**src/lhs_pkg.sv**
```systemverilog
// Package: shared constants, types and a saturation helper for the Langevin step block.
package lhs_pkg;

   localparam int TRAJECTORIES_DEFAULT  = 1024;
   localparam int FRACTION_BITS_DEFAULT = 30;
   localparam int COEF_W  = 31;
   localparam int DATA_W  = 32;
   localparam int GAUSS_W = 16;
   localparam int IDX_W   = 10;
   localparam int CSR_IDX_W = 3;
   localparam int NOISE_SHIFT = 12;

   typedef enum logic [CSR_IDX_W-1:0] {
      CSR_DECAY       = 3'd0,
      CSR_NOISE       = 3'd1,
      CSR_SPRING      = 3'd2,
      CSR_TIME_STEP   = 3'd3,
      CSR_START_POS   = 3'd4,
      CSR_START_VEL   = 3'd5
   } csr_index_type;

   // Saturate a 64-bit signed value to 32 bits.
   function automatic logic signed [DATA_W-1:0] sat32(input logic signed [63:0] v);
      logic signed [63:0] max_v;
      logic signed [63:0] min_v;
      max_v = 64'sd2147483647;
      min_v = -64'sd2147483648;
      if (v > max_v) sat32 = 32'sh7FFFFFFF;
      else if (v < min_v) sat32 = 32'sh80000000;
      else sat32 = v[DATA_W-1:0];
   endfunction

endpackage

```
**src/lhs_mul.sv**
```systemverilog
// Registered signed multiply with arithmetic right shift.
module lhs_mul
   import lhs_pkg::*;
#(
   parameter int SHIFT = 30
) (
   input  logic                     clock,
   input  logic                     enable,
   input  logic signed [DATA_W-1:0] a,
   input  logic signed [DATA_W-1:0] b,
   output logic signed [63:0]       product_ff
);
   logic signed [63:0] product_in;

   assign product_in = (64'(a) * 64'(b)) >>> SHIFT;

   always_ff @(posedge clock) begin
      if (enable) begin
         product_ff <= product_in;
      end
   end
endmodule

```
**config.mk**
```make
export PLATFORM = sky130hd
export DESIGN_NAME = lhs_mul
export DESIGN_NICKNAME = d
export VERILOG_FILES = /design/src/lhs_pkg.sv /design/src/lhs_mul.sv
export SDC_FILE = /design/constraint.sdc
export NUM_CORES = 2
export LEC_CHECK = 0
export BUFFER_PORTS_ARGS = -buffer_cell sky130_fd_sc_hd__clkbuf_2
export CORE_UTILIZATION = 30
export CTS_BUF_LIST = sky130_fd_sc_hd__clkbuf_2 sky130_fd_sc_hd__clkbuf_4 sky130_fd_sc_hd__clkbuf_8
export DETAILED_ROUTE_END_ITERATION = 16
export PLACE_DENSITY_LB_ADDON = 0.12
export SLEW_MARGIN = 5
export SYNTH_ARGS = -nofsm -noshare
export SYNTH_HDL_FRONTEND = slang
export SYNTH_SLANG_ARGS = --single-unit
```
**constraint.sdc**
```tcl
create_clock -name clock -period 24.9 [get_ports clock]
set_input_delay 1.245 -clock clock [delete_from_list [all_inputs] [get_ports clock]]
set_output_delay 1.245 -clock clock [all_outputs]
set_load 0.01 [all_outputs]
```
After elaboration in Yosys (flattened, before gate mapping) --
Index checks and enable logic that the tools add are counted.
Storage, ports and cells: input bits 66, bits in registers 34, word-level logic and storage cells 2, output and inout bits 64
Operators by class: multipliers 1
Operators by type and width (number):
- multiplier 32 x 32 -> 64 bit | 1

Longest topological paths before layout --
depth after elaboration 1, gate-level depth with buffers 28

Worst setup path before layout --
No wires, ideal clock.
kind input -> register, from input b[2], to register product_ff[33] (netlist name), setup slack 15.981 ns, path buffers 1, data arrival time 8.659 ns, stages 26, path through clkbuf_1 nand2_1 inv_1 fa_1 fa_1 fa_1 fa_1 inv_1 fa_1 inv_1 fa_1 inv_1 fa_1 fa_1 inv_1 ha_1 a21o_1 a21o_1 a211o_1 a21o_1 a221oi_1 or3_1 o21ai_1 a41o_1 a21oi_1 xnor2_1
On the way: cells in the longest elaborated chain, start to end 1
Ends and longest elaborated chain:
- start: declaration | RTL line lhs_mul.sv:10 | input logic signed [DATA_W-1:0] b,
- multiplier 32 x 32 -> 64 bit | RTL line lhs_mul.sv:15 | assign product_in = (64'(a) * 64'(b)) >>> SHIFT;
- named net product_in[33] | RTL line lhs_mul.sv:13 | logic signed [63:0] product_in;
The timed path passes the listed nets, and every way through them passes these cells. A chain may end at the register's enable or synchronous reset.

Final worst setup path --
from input b[5], to register product_ff[33] (netlist name)
On the way: cells in the longest elaborated chain, start to end 1
Ends and longest elaborated chain (RTL line):
- multiplier 32 x 32 -> 64 bit | lhs_mul.sv:15
- named net product_in[33] | lhs_mul.sv:13
The timed path passes the listed nets, and every way through them passes these cells.

==> flow_summary.yaml <==
route:
  wirelength_mm: 108
  drcViolationCount: 4
  via_count: 23798
  drtAntennaViolNets: 0
  first_pass_iters: 11
  drt_iter0_drc: 1149
  routedWlPerCell_um: 20.3
  routed_via_density: 4.47
clock_network:
  ctsRootBufferMaster: "clkbuf_8"
  cts_buffers: 5
  post_cts_resized: 0
  cts_setup_buffers: 0
  clk_pin_slew_ps: 110
  htree_levels: 2
  postCtsHoldBufs: 0
  cts_tree: "yes"
  cts.path.max_buffers: 2
  cts_num_sinks: 34
sta:
  tightest_slew_ps: 1060
  drv_slew: 0
  setup_viol: 0
  max_freq_mhz: 102
  final-hold-violation-count: 0
  maxSlewHeadroom_pct: 29.3
  post-route-period-util_pct: 39.4
  grt_setup_unrepaired: "no"
  layout_min_cycle_time_ps: 9800
  worst_hold_slack_ps: 1450
  tns_ps: 0
layout:
  reg_top3: "product_ff: 34 flops"
  area_delta_synth_final_pct: 6.31
  largest_register_ffs: 34
  top_register: "product_ff"
  fin_util_pct: 32.1
  final_nets: 5030
  drive_above_1_share_pct: 5.70
placement:
  port_buffers: 129
  gp_congestion: 0.766
  dpl.hpwl_mm: 82.0
min_path:
  whs_path_depth: 2
  min_path_type: "in2reg"
  hp-start: "enable"
setup_path:
  path_class: "in2reg"
  max_stage_delay_ps: 910
  cp_data_arrival_time_ps: 9950
  startpoint: "b[5]"
  cp.required_ps: 25050
  startpoint_type: "input port"
  worst_path_most_repeated_cell: "fa_1"
  endpoint_kind: "flip-flop"
  slowest_stage: "fa_1"
  critPathMaxFanout: 32
grt:
  grt_pass1_wl_mm: 174
  grt_max_degree: 35
  grtUsageTotal_pct: 19.0
  antenna_found_initial: 10
  grt_pass1_vias: 27600
  gr-total-overflow: 0
floorplanning:
  die_area_um2: 122000
  die_h_um: 349
  pin_count: 130
  initial_core_util_pct: 30.2
  core_um2: 120000
  fp.dieW_um: 349
  rows: 127
synthesis:
  synth_xor_area_share_pct: 1.21
  synth_edf_count: 34
  synth_cell_types: 55
  synth.cell_area_um2: 36200
  synth_top_family_by_area: "adder cells"
  ys_seq_area_share_pct: 2.82
  synthesis.nets: 5058
  ys_seq_elements: 34
  synth.avg_cell_area_um2: 9.70
  synth_fa_ha_area_share_pct: 66.0
  muxShareOfSynthArea_pct: 0
  synth_compound_area_share_pct: 2.26
  ys_async_sr_fraction_pct: 0
  ys.flop_type: "edfxtp_1"
  yosysWarnings: 0
  synth-simple-area-share_pct: 15.2
  synthCells: 3731
status:
  status: "complete, but fails checks"
  violations: "DRC"
run:
  maxCapViolations: 0
[cell usage in the layout, fill, tap and decap left out, types with 8 or more instances in the layout]
cell type  instances
fa_1            1080
inv_1            952
a21oi_1           35
nand2b_1           8
xor2_1            17
and2_1           509
nand3_1           10
o21ai_0           13
nor2_1            44
edfxtp_1          34
clkbuf_2         129
ha_1             180
xnor2_1           33
buf_4             57
a21o_1            23
nand2_1          504
[layout make-up]
class / count / area, um2
tap: 1612 / 2020
fill: 12694 / 81300
clock inverter: 1 / 30.0
inverter: 952 / 3570
multi-input combinational: 2524 / 30700
timing repair buffer: 186 / 1070
antenna: 5 / 12.5
clock buffer: 7 / 83.8
sequential: 34 / 1020
[cell usage after synthesis, drive strengths merged (25+ instances only)]
library cell,number,area [um2]
edfxtp,34,1020
nand2,504,1890
inv,952,3570
clkbuf,189,709
xnor2,33,289
nor2,45,171
fa,1081,21600
and2,510,3190
a21oi,36,184
a21o,25,190
buf,32,233
ha,180,2250
[routing by layer]
layer / track usage (%) / share of wire (%) / vias up
met5: 0 / 0.029 / -
met4: 2.64 / 1.0 / 4
met3: 1.25 / 3.6 / 57
met2: 32.1 / 49 / 437
met1: 27.3 / 47 / 12899
li1: - / - / 10401
[worst max-delay path: cells and delay by family]
family,cells,cell delay (ps)
fa+ha+maj,9,4710
buf+inv,9,1760
xor+xnor,1,70
compound gates,8,1740
simple gates,2,380
[worst paths after layout]
path / to / slack (ps)
setup / recovery: product_ff[33] / 15100
hold / removal: product_ff[27] / 1450
[logic make-up after synthesis]
kind of cell,Yosys count
buffers and inverters,1173
DFF,34
adders and majority gates,1261
AOI/OAI and AO/OA,113
and+or+nand+nor,1100
xor gates and xnor gates,50
[per-stage QoR]
step | cells | setup slack [ps] | area, um2
3_3_place_gp | 5308 | 14730 | 38400
2_1_floorplan | 3731 | 15980 | 36200
5_1_grt | 5319 | 14580 | 38500
4_1_cts | 5316 | 15100 | 38500
3_5_place_dp | 5308 | 14630 | 38400
6_report | 5321 | 15100 | 38500
Power is left out: the tool's default activity adds up to more than one toggle a clock period on the data nets, which glitch-free logic cannot reach.
